File: config.mk
export PLATFORM = sky130hd
export DESIGN_NAME = byte_set_sort_statistics_flat
export DESIGN_NICKNAME = d
export VERILOG_FILES = /design/src/hw/rtl/bsss_pkg.sv /design/src/hw/rtl/bsss_in_if.sv /design/src/hw/rtl/bsss_out_if.sv /design/src/hw/rtl/byte_set_sort_statistics.sv /design/src/hw/rtl/bsss_ram.sv /design/src/flat_wrapper.sv
export SDC_FILE = /design/constraint.sdc
export NUM_CORES = 1
export LEC_CHECK = 0
export BUFFER_PORTS_ARGS = -buffer_cell sky130_fd_sc_hd__buf_2
export CAP_MARGIN = 40
export CELL_PAD_IN_SITES_DETAIL_PLACEMENT = 1
export CELL_PAD_IN_SITES_GLOBAL_PLACEMENT = 1
export CORE_ASPECT_RATIO = 2
export CORE_UTILIZATION = 50
export DETAILED_ROUTE_END_ITERATION = 7
export PLACE_DENSITY_LB_ADDON = 0.1
export SLEW_MARGIN = 20
export SYNTH_ARGS = -nofsm -noshare
export SYNTH_HDL_FRONTEND = slang
export SYNTH_HIERARCHICAL = 1
export SYNTH_SLANG_ARGS = --single-unit
File: constraint.sdc
create_clock -name clk -period 6.2 [get_ports clk]
set_input_delay 0 -clock clk [delete_from_list [all_inputs] [get_ports clk]]
set_output_delay 0 -clock clk [all_outputs]
set_load 0.05 [all_outputs]
File: src/hw/rtl/bsss_pkg.sv
// Shared constants for the byte set sort and statistics block.
// Used by the channel interfaces and the top level; depends on nothing.
package bsss_pkg;

  // Capacity of the sample store and the widths that follow from it.
  localparam int MAX_ITEMS = 64;
  localparam int ADDR_W    = $clog2(MAX_ITEMS);
  localparam int CNT_W     = $clog2(MAX_ITEMS + 1);

  // Fixed field widths of the words on the channels.
  localparam int DATA_W = 8;
  localparam int POS_W  = 6;

  // Running sum width, wide enough for a full store of 255s.
  localparam int SUM_W     = 14;
  localparam int DIV_CNT_W = $clog2(SUM_W + 1);

  // Reset values of the running extremes.
  localparam logic [DATA_W-1:0] MAX_RESET = '0;
  localparam logic [DATA_W-1:0] MIN_RESET = '1;

endpackage

File: src/hw/rtl/bsss_in_if.sv
// Input channel of the sort block: one data byte per word and a last marker.
// Depends on bsss_pkg.
interface bsss_in_if import bsss_pkg::*; ();
  logic              valid;
  logic              ready;
  logic [DATA_W-1:0] sample;
  logic              is_last;

  modport source (output valid, output sample, output is_last, input ready);
  modport sink   (input valid, input sample, input is_last, output ready);
endinterface

File: src/hw/rtl/bsss_out_if.sv
// Result channel of the sort block: one sorted element with the set statistics.
// Depends on bsss_pkg.
interface bsss_out_if import bsss_pkg::*; ();
  logic              valid;
  logic              ready;
  logic [DATA_W-1:0] sorted_value;
  logic [POS_W-1:0]  position;
  logic [DATA_W-1:0] maximum;
  logic [DATA_W-1:0] minimum;
  logic [DATA_W-1:0] mean;
  logic [DATA_W-1:0] median;
  logic              overflowed;
  logic              final_res;

  modport source (output valid, output sorted_value, output position, output maximum,
                  output minimum, output mean, output median, output overflowed,
                  output final_res, input ready);
  modport sink   (input valid, input sorted_value, input position, input maximum,
                  input minimum, input mean, input median, input overflowed,
                  input final_res, output ready);
endinterface

File: src/hw/rtl/byte_set_sort_statistics.sv
// Byte set sort and statistics: loads a set of bytes into a RAM, sorts it and
// streams it back with max, min, mean and median. Depends on bsss_pkg,
// bsss_in_if, bsss_out_if and bsss_ram.
//
// Usage:
//   samples carries one unsigned byte per word; a word with is_last set closes
//   the set. Words are taken one per cycle while loading. Up to MAX_ITEMS bytes
//   are stored; later words of the same set are dropped and flag overflowed.
//   After the last word the block sorts the stored set in place with a
//   selection sort over the RAM: pass a reads entries a..n-1 through the single
//   read port and then writes the swap in S_SWAP_A and S_SWAP_B. A 14-step
//   shift-subtract divider forms the mean alongside the sort.
//   results then carries n words in ascending order; each word takes a RAM read
//   (S_EMIT_RD) and an output register load (S_EMIT_LD). The first result is
//   loaded only once both the sort and the divider are done; for sets of one
//   or two the divider is the one that finishes last.
//   samples.ready is low from the last word until the final result has been
//   loaded into the output register; the next set may load while that final
//   word still waits. A stalled receiver holds the output word and emission
//   waits on it; a new set may still load and sort behind a waiting final
//   word. Reset (rst, synchronous) clears the control state and the running
//   statistics; the RAM needs no clearing pass.
module byte_set_sort_statistics import bsss_pkg::*; (
  input  logic              clk,
  input  logic              rst,
  bsss_in_if.sink           samples,
  bsss_out_if.source        results
);

  typedef enum logic [2:0] {
    S_LOAD,
    S_SCAN,
    S_SWAP_A,
    S_SWAP_B,
    S_EMIT_RD,
    S_EMIT_LD
  } state_t;

  state_t state;

  // Running statistics of the current set.
  logic [CNT_W-1:0]  count;
  logic [SUM_W-1:0]  sum;
  logic [DATA_W-1:0] run_max;
  logic [DATA_W-1:0] run_min;
  logic              drop;

  // Sort pass state.
  logic [ADDR_W-1:0] pass_idx;
  logic [CNT_W-1:0]  rd_ptr;
  logic              pend;
  logic [ADDR_W-1:0] pend_idx;
  logic [DATA_W-1:0] best_val;
  logic [ADDR_W-1:0] best_idx;
  logic [DATA_W-1:0] a_val;
  logic [DATA_W-1:0] med_lo;
  logic [DATA_W-1:0] med_hi;
  logic [ADDR_W-1:0] emit_idx;

  // Mean divider.
  logic [SUM_W-1:0]     div_quo;
  logic [CNT_W-1:0]     div_rem;
  logic [CNT_W-1:0]     div_den;
  logic [DIV_CNT_W-1:0] div_cnt;

  // Output register.
  logic              out_valid;
  logic [DATA_W-1:0] out_value;
  logic [POS_W-1:0]  out_pos;
  logic [DATA_W-1:0] out_max;
  logic [DATA_W-1:0] out_min;
  logic [DATA_W-1:0] out_mean;
  logic [DATA_W-1:0] out_median;
  logic              out_ovf;
  logic              out_final;

  // RAM ports.
  logic              ram_we;
  logic [ADDR_W-1:0] ram_waddr;
  logic [DATA_W-1:0] ram_wdata;
  logic [ADDR_W-1:0] ram_raddr;
  logic [DATA_W-1:0] ram_rdata;

  // Load-side next values.
  logic              in_fire;
  logic              has_room;
  logic [CNT_W-1:0]  count_next;
  logic [SUM_W-1:0]  sum_next;
  logic [DATA_W-1:0] max_next;
  logic [DATA_W-1:0] min_next;

  // Derived values.
  logic [CNT_W-1:0]  last_idx;
  logic [ADDR_W-1:0] half_idx;
  logic [ADDR_W-1:0] half_m1;
  logic [DATA_W:0]   med_sum;
  logic [DATA_W-1:0] median_val;
  logic              slot_free;
  logic              out_load;
  logic              emit_last;
  logic [CNT_W:0]    div_trial;
  logic              div_take;

  bsss_ram #(
    .WIDTH (DATA_W),
    .DEPTH (MAX_ITEMS)
  ) u_store (
    .clk   (clk),
    .we    (ram_we),
    .waddr (ram_waddr),
    .wdata (ram_wdata),
    .raddr (ram_raddr),
    .rdata (ram_rdata)
  );

  // Handshakes.
  assign samples.ready = (state == S_LOAD);
  assign in_fire       = samples.valid && samples.ready;
  assign slot_free     = !out_valid || results.ready;
  assign out_load      = (state == S_EMIT_LD) && slot_free && (div_cnt == '0);

  // Statistics update for an incoming word; a full store leaves them alone.
  always_comb begin
    has_room   = (count < CNT_W'(MAX_ITEMS));
    count_next = count;
    sum_next   = sum;
    max_next   = run_max;
    min_next   = run_min;
    if (has_room) begin
      count_next = count + CNT_W'(1);
      sum_next   = sum + SUM_W'(samples.sample);
      max_next   = (samples.sample > run_max) ? samples.sample : run_max;
      min_next   = (samples.sample < run_min) ? samples.sample : run_min;
    end
  end

  // Median from the two middle elements captured during the sort.
  assign last_idx   = count - CNT_W'(1);
  assign half_idx   = count[CNT_W-1:1];
  assign half_m1    = half_idx - ADDR_W'(1);
  assign med_sum    = {1'b0, med_lo} + {1'b0, med_hi};
  assign median_val = count[0] ? med_hi : med_sum[DATA_W:1];
  assign emit_last  = ({1'b0, emit_idx} == last_idx);

  // One restoring division step: shift in the next dividend bit and subtract.
  assign div_trial = {div_rem, div_quo[SUM_W-1]} - {1'b0, div_den};
  assign div_take  = !div_trial[CNT_W];

  // RAM port steering: loading and the two swap writes share the write port.
  always_comb begin
    ram_we    = 1'b0;
    ram_waddr = count[ADDR_W-1:0];
    ram_wdata = samples.sample;
    ram_raddr = emit_idx;
    unique case (state)
      S_LOAD: begin
        ram_we = in_fire && has_room;
      end
      S_SCAN: begin
        ram_raddr = rd_ptr[ADDR_W-1:0];
      end
      S_SWAP_A: begin
        ram_we    = 1'b1;
        ram_waddr = best_idx;
        ram_wdata = a_val;
      end
      S_SWAP_B: begin
        ram_we    = 1'b1;
        ram_waddr = pass_idx;
        ram_wdata = best_val;
      end
      S_EMIT_RD, S_EMIT_LD: begin
        ram_raddr = emit_idx;
      end
      default: begin
        ram_we = 1'b0;
      end
    endcase
  end

  // Mean divider runs alongside the sort.
  always_ff @(posedge clk) begin
    if (rst) begin
      div_cnt <= '0;
    end else if (in_fire && samples.is_last) begin
      div_quo <= sum_next;
      div_rem <= '0;
      div_den <= count_next;
      div_cnt <= DIV_CNT_W'(SUM_W);
    end else if (div_cnt != '0) begin
      div_rem <= div_take ? div_trial[CNT_W-1:0]
                          : {div_rem[CNT_W-2:0], div_quo[SUM_W-1]};
      div_quo <= {div_quo[SUM_W-2:0], div_take};
      div_cnt <= div_cnt - DIV_CNT_W'(1);
    end
  end

  // Control sequencer: load, selection sort passes, then emission.
  always_ff @(posedge clk) begin
    if (rst) begin
      state     <= S_LOAD;
      count     <= '0;
      sum       <= '0;
      run_max   <= MAX_RESET;
      run_min   <= MIN_RESET;
      drop      <= 1'b0;
      pend      <= 1'b0;
      out_valid <= 1'b0;
    end else begin
      // The output word is valid from its load until it is taken.
      if (out_load) begin
        out_valid <= 1'b1;
      end else if (results.ready) begin
        out_valid <= 1'b0;
      end
      unique case (state)
        S_LOAD: begin
          if (in_fire) begin
            count   <= count_next;
            sum     <= sum_next;
            run_max <= max_next;
            run_min <= min_next;
            if (!has_room) begin
              drop <= 1'b1;
            end
            if (samples.is_last) begin
              pass_idx <= '0;
              rd_ptr   <= '0;
              pend     <= 1'b0;
              state    <= S_SCAN;
            end
          end
        end
        S_SCAN: begin
          // Issue reads of the pass range and track the smallest entry.
          if (rd_ptr != count) begin
            rd_ptr <= rd_ptr + CNT_W'(1);
          end
          pend     <= (rd_ptr != count);
          pend_idx <= rd_ptr[ADDR_W-1:0];
          if (pend) begin
            if (pend_idx == pass_idx) begin
              a_val    <= ram_rdata;
              best_val <= ram_rdata;
              best_idx <= pass_idx;
            end else if (ram_rdata < best_val) begin
              best_val <= ram_rdata;
              best_idx <= pend_idx;
            end
          end
          if (rd_ptr == count) begin
            state <= S_SWAP_A;
          end
        end
        S_SWAP_A: begin
          // Entry pass_idx is now final; keep the middle ones for the median.
          if (pass_idx == half_m1) begin
            med_lo <= best_val;
          end
          if (pass_idx == half_idx) begin
            med_hi <= best_val;
          end
          state <= S_SWAP_B;
        end
        S_SWAP_B: begin
          pend <= 1'b0;
          if ({1'b0, pass_idx} == last_idx) begin
            emit_idx <= '0;
            state    <= S_EMIT_RD;
          end else begin
            pass_idx <= pass_idx + ADDR_W'(1);
            rd_ptr   <= {1'b0, pass_idx + ADDR_W'(1)};
            state    <= S_SCAN;
          end
        end
        S_EMIT_RD: begin
          state <= S_EMIT_LD;
        end
        S_EMIT_LD: begin
          // Read address is held, so the read word stays until the slot frees.
          if (out_load) begin
            out_value  <= ram_rdata;
            out_pos    <= POS_W'(emit_idx);
            out_max    <= run_max;
            out_min    <= run_min;
            out_mean   <= div_quo[DATA_W-1:0];
            out_median <= median_val;
            out_ovf    <= drop;
            out_final  <= emit_last;
            if (emit_last) begin
              count   <= '0;
              sum     <= '0;
              run_max <= MAX_RESET;
              run_min <= MIN_RESET;
              drop    <= 1'b0;
              state   <= S_LOAD;
            end else begin
              emit_idx <= emit_idx + ADDR_W'(1);
              state    <= S_EMIT_RD;
            end
          end
        end
        default: begin
          state <= S_LOAD;
        end
      endcase
    end
  end

  // Result channel.
  assign results.valid        = out_valid;
  assign results.sorted_value = out_value;
  assign results.position     = out_pos;
  assign results.maximum      = out_max;
  assign results.minimum      = out_min;
  assign results.mean         = out_mean;
  assign results.median       = out_median;
  assign results.overflowed   = out_ovf;
  assign results.final_res    = out_final;

  // The fill count never passes the store capacity.
  a_count_bound: assert property (@(posedge clk) disable iff (rst)
    count <= CNT_W'(MAX_ITEMS))
    else $error("item count exceeds store capacity");

  // Words are only dropped once the store is full.
  a_drop_full: assert property (@(posedge clk) disable iff (rst)
    drop |-> (count == CNT_W'(MAX_ITEMS)))
    else $error("drop flag set with room left in the store");

  // The value swapped into place is never larger than the one it replaces.
  a_swap_order: assert property (@(posedge clk) disable iff (rst)
    (state == S_SWAP_A) |-> (best_val <= a_val))
    else $error("selection pass picked a larger element");

  // While a non-final result is shown, no new set is being loaded.
  a_no_load_mid_run: assert property (@(posedge clk) disable iff (rst)
    (results.valid && !results.final_res) |-> !samples.ready)
    else $error("input accepted while a run is still being emitted");

endmodule

File: src/hw/rtl/bsss_ram.sv
// Generic simple dual-port RAM: one write port, one read port, registered read.
// Standalone; no package dependency.
module bsss_ram #(
  parameter int WIDTH = 8,
  parameter int DEPTH = 64
) (
  input  logic                     clk,
  input  logic                     we,
  input  logic [$clog2(DEPTH)-1:0] waddr,
  input  logic [WIDTH-1:0]         wdata,
  input  logic [$clog2(DEPTH)-1:0] raddr,
  output logic [WIDTH-1:0]         rdata
);

  logic [WIDTH-1:0] mem [DEPTH];

  // Write first in program order; a read in the following cycle sees new data.
  always_ff @(posedge clk) begin
    if (we) begin
      mem[waddr] <= wdata;
    end
    rdata <= mem[raddr];
  end

endmodule
File: src/flat_wrapper.sv
// flat-port wrapper written by rule: the top's interface ports become plain ports
module byte_set_sort_statistics_flat import bsss_pkg::*;
  (clk, rst, samples_valid, samples_sample, samples_is_last, samples_ready, results_valid, results_sorted_value, results_position, results_maximum, results_minimum, results_mean, results_median, results_overflowed, results_final_res, results_ready);
  bsss_in_if samples_i ();
  bsss_out_if results_i ();
  input  logic clk;
  input  logic rst;
  input wire logic [$bits(samples_i.valid)-1:0] samples_valid;
  input wire logic [$bits(samples_i.sample)-1:0] samples_sample;
  input wire logic [$bits(samples_i.is_last)-1:0] samples_is_last;
  output wire logic [$bits(samples_i.ready)-1:0] samples_ready;
  output wire logic [$bits(results_i.valid)-1:0] results_valid;
  output wire logic [$bits(results_i.sorted_value)-1:0] results_sorted_value;
  output wire logic [$bits(results_i.position)-1:0] results_position;
  output wire logic [$bits(results_i.maximum)-1:0] results_maximum;
  output wire logic [$bits(results_i.minimum)-1:0] results_minimum;
  output wire logic [$bits(results_i.mean)-1:0] results_mean;
  output wire logic [$bits(results_i.median)-1:0] results_median;
  output wire logic [$bits(results_i.overflowed)-1:0] results_overflowed;
  output wire logic [$bits(results_i.final_res)-1:0] results_final_res;
  input wire logic [$bits(results_i.ready)-1:0] results_ready;
  assign samples_i.valid = samples_valid;
  assign samples_i.sample = samples_sample;
  assign samples_i.is_last = samples_is_last;
  assign samples_ready = samples_i.ready;
  assign results_valid = results_i.valid;
  assign results_sorted_value = results_i.sorted_value;
  assign results_position = results_i.position;
  assign results_maximum = results_i.maximum;
  assign results_minimum = results_i.minimum;
  assign results_mean = results_i.mean;
  assign results_median = results_i.median;
  assign results_overflowed = results_i.overflowed;
  assign results_final_res = results_i.final_res;
  assign results_i.ready = results_ready;
  byte_set_sort_statistics u_core (.clk(clk), .rst(rst), .samples(samples_i), .results(results_i));
endmodule
==> impl_metrics.yaml <==
detailed_routing:
  routedWlPerCell_um: 29.69
  ant_nets: 0
  wl_mm: 82.01
  first_pass_iters: 5
  drc_errors: 0
  vias: 16790
  avgViaCountPerCell: 6.079
  drtIter0Drc: 1135
logic_synthesis:
  async_flop_share_pct: 0
  synth_edf_count: 651
  yosys.area_share.simple_pct: 6.713
  synth_compound_area_share_pct: 6.070
  ys_ff_latch: 706
  synthAdderAreaFrac_pct: 2.388
  synth_cells: 1841
  synth_mux_area_share_pct: 10.88
  ys_warn_count: 6
  ys_types: 81
  synth_top_flop_cell: "edfxtp_1"
  synth_area_mm2: 0.02976
  syn-num-nets: 1909
  synthXorXnorAreaFrac_pct: 2.232
  seq_area_frac_synth_pct: 69.38
  syn_avg_cell_area_um2: 16.17
  synth_top_family_by_area: "multiplexers"
worst_setup_path:
  path_delay_family: "simple AND/OR/NAND/NOR gates"
  startpoint: "u_core/state[2]"
  slowest_delay_ns: 0.66
  crit_path_frequent_cell: "nand2_1"
  critPathRequiredTime_ns: 6.69
  endpoint_kind: "flip-flop"
  cp.buffers_inverters: 3
  path_cells: "inv_1 > nand2_1 > nand2_1 > nand2_4 > buf_16 > buf_12 > mux2i_1 > a221oi_1 > a22oi_1 > a21o_1 > nand3_1"
  critPathSlowestCell: "mux2i_1"
  timing.rr.start: "u_core/state[2]"
  crit_type: "flip-flop to flip-flop"
  cp.arrival_ns: 4.43
  setup.worst_path.start_class: "flip-flop"
  crit_fanout: 37
timing:
  fin_tns_setup_ns: 0
  max_freq_ghz: 0.2539
  fin_crit_ns: 3.938
  whs_ns: 0.2837
  max_slew_margin_pct: 43.12
  fin_ws_ns: 2.262
  hold_violations: 0
  fin_worst_skew_ns: 0.02838
  setup_viol: 0
  rsz0062_at_grt: "false"
  finalCritPeriodShare_pct: 63.52
  tightest_slew_ns: 0.8500
  slew_viol_final: 0
clock_tree:
  htreeDepth: 2
  cts_root_buf: "clkbuf_16"
  clock-sinks: 706
  cts_buffer_depth: 3
  numCtsBuffers: 60
  cts_setup_buffers: 0
  clk_pin_slew_worst_paths_ns: 0.07
  cts_tree: "yes"
  clk_latency_ns: 0.64
place:
  place_area_mm2: 0.03119
  place.port_buffers: 62
  dp_slack_ns: 2.328
  globalplace.congestion: 0.8460
  hpwl_mm: 58.82
die:
  io_pins: 63
  start_util_pct: 50.48
  row_count: 126
  die_area_mm2: 0.06057
  core_mm2: 0.05896
  die_w_um: 174.5
  die_y_um: 347.1
global_routing:
  grt_usage_pct: 27.64
  grt_pass1_vias: 18240
  antenna_found_initial: 0
  grt_overflow: 0
  grt_max_degree: 65
  grt_first_pass_wirelength_mm: 120.1
job:
  cap_violations: 0
pwr:
  p_leak_uw: 0.01103
  ir_drop_v: 0.0003170
  p_per_area_mw_per_mm2: 303.7
final_layout:
  final_nets: 2016
  drive_gt1_share_pct: 19.71
  antenna_cells: 0
  design_area_mm2: 0.03347
  syn2layout_area_growth_pct: 12.44
status:
  status: "complete, no violations"
min_path:
  hold_path_class: "primary input to flip-flop"
  min_from: "samples_sample[3]"
[area by class of cell]
cell class | instances | area [um2]
fill | 5417 | 25490
sequential | 706 | 20650
multi-input combinational | 980 | 8600
clock buffer | 74 | 1584
timing repair buffer | 146 | 1040
tap | 768 | 960.9
clock inverter | 34 | 430.4
inverter | 54 | 202.7
[layer usage]
layer / vias to the layer above / global-route usage [%] / share of wire (%)
met5: - / 0 / 0
met4: 0 / 18.08 / 7.2
met3: 195 / 2.683 / 2.9
met2: 459 / 55.10 / 59
met1: 8729 / 25.94 / 31
li1: 7406 / - / -
[Yosys cell counts (9+ instances only)]
cell	number	share of area, %
nor4_1	11	0.23
ha_1	52	2.2
a31oi_1	14	0.29
nor3_1	20	0.34
inv_1	52	0.66
nand3_1	38	0.64
clkbuf_1	63	0.79
o22ai_1	31	0.65
and3_1	12	0.25
xnor2_1	40	1.2
dfxtp_1	55	3.7
edfxtp_1	651	66
buf_2	16	0.27
nand3b_1	11	0.28
a21oi_1	27	0.45
buf_4	9	0.23
nor2_1	144	1.8
a22o_1	20	0.59
nand4_1	10	0.21
nand2_1	111	1.4
xor2_1	28	0.82
o21a_1	10	0.25
mux2i_1	40	1.3
mux4_2	124	9.4
nor2b_1	19	0.40
o21ai_0	68	1.1
or2_2	11	0.23
[through the flow]
stage / std cells / util (%) / total power, uW
6_report: 2762 / 56.76 / 10160
5_1_grt: 2762 / 56.76 / 10450
2_1_floorplan: 1841 / - / 6031
3_3_place_gp: 2602 / 52.53 / 6323
4_1_cts: 2748 / 56.57 / 10250
3_5_place_dp: 2625 / 52.90 / 6371
[worst register-to-register path, stage by stage, from the launching register on]
cell      delay, ns
dfxtp_1        0.57
inv_1          0.15
nand2_1        0.43
nand2_1        0.19
nand2_4        0.32
buf_16         0.29
buf_12         0.35
mux2i_1        0.67
a221oi_1       0.25
a22oi_1        0.24
a21o_1         0.25
nand3_1        0.11
[sequential cells by signal, indices dropped and copies added, names as in the netlist, 8 cells and up]
register,cells
u_core/a_val,8
u_core/best_val,8
u_core/div_quo,14
u_core/med_hi,8
u_core/med_lo,8
u_core/results.maximum,8
u_core/results.mean,8
u_core/results.median,8
u_core/results.minimum,8
u_core/results.sorted_value,8
u_core/run_max,8
u_core/run_min,8
u_core/sum,14
u_core/u_store/mem,512
u_core/u_store/rdata,8
[cells in the final DEF (no fill, tap or decap), drive strengths merged, types with 52 or more instances in the layout]
cell	n
ha	52
clkbuf	74
edfxtp	651
inv	54
o21ai	69
dfxtp	55
nor2	145
nand2	111
buf	131
mux4	124
[cell families after synthesis]
| logic type | Yosys count |
|---|---|
| muxes | 168 |
| buffers and inverters | 155 |
| adders and majority gates | 55 |
| and+or+nand+nor | 422 |
| AOI/OAI and AO/OA | 264 |
| DFF | 706 |
| xor gates and xnor gates | 71 |
[where the power goes]
part           total [uW]  internal, uW  switching, uW
sequential           5400          5310           85.1
combinational         877           326            550
clock                3890          2190           1700
[path summary, 6_finish.rpt]
path,cells after the start,slack [ns],endpoint
worst min-delay path,3,0.28,u_core/run_max[3]
worst max register to register,11,2.26,u_core/u_store/rdata[3]
worst min register to register,0,0.46,u_core/best_idx[3]
worst max-delay path,11,2.26,u_core/u_store/rdata[3]
[repair_timing]
action / CTS / global route
hold buffers: 15 / 0
hold endpoints to repair: 28 / 0
gates resized for setup: 0 / 0
Power figures use the tool's default switching activity.
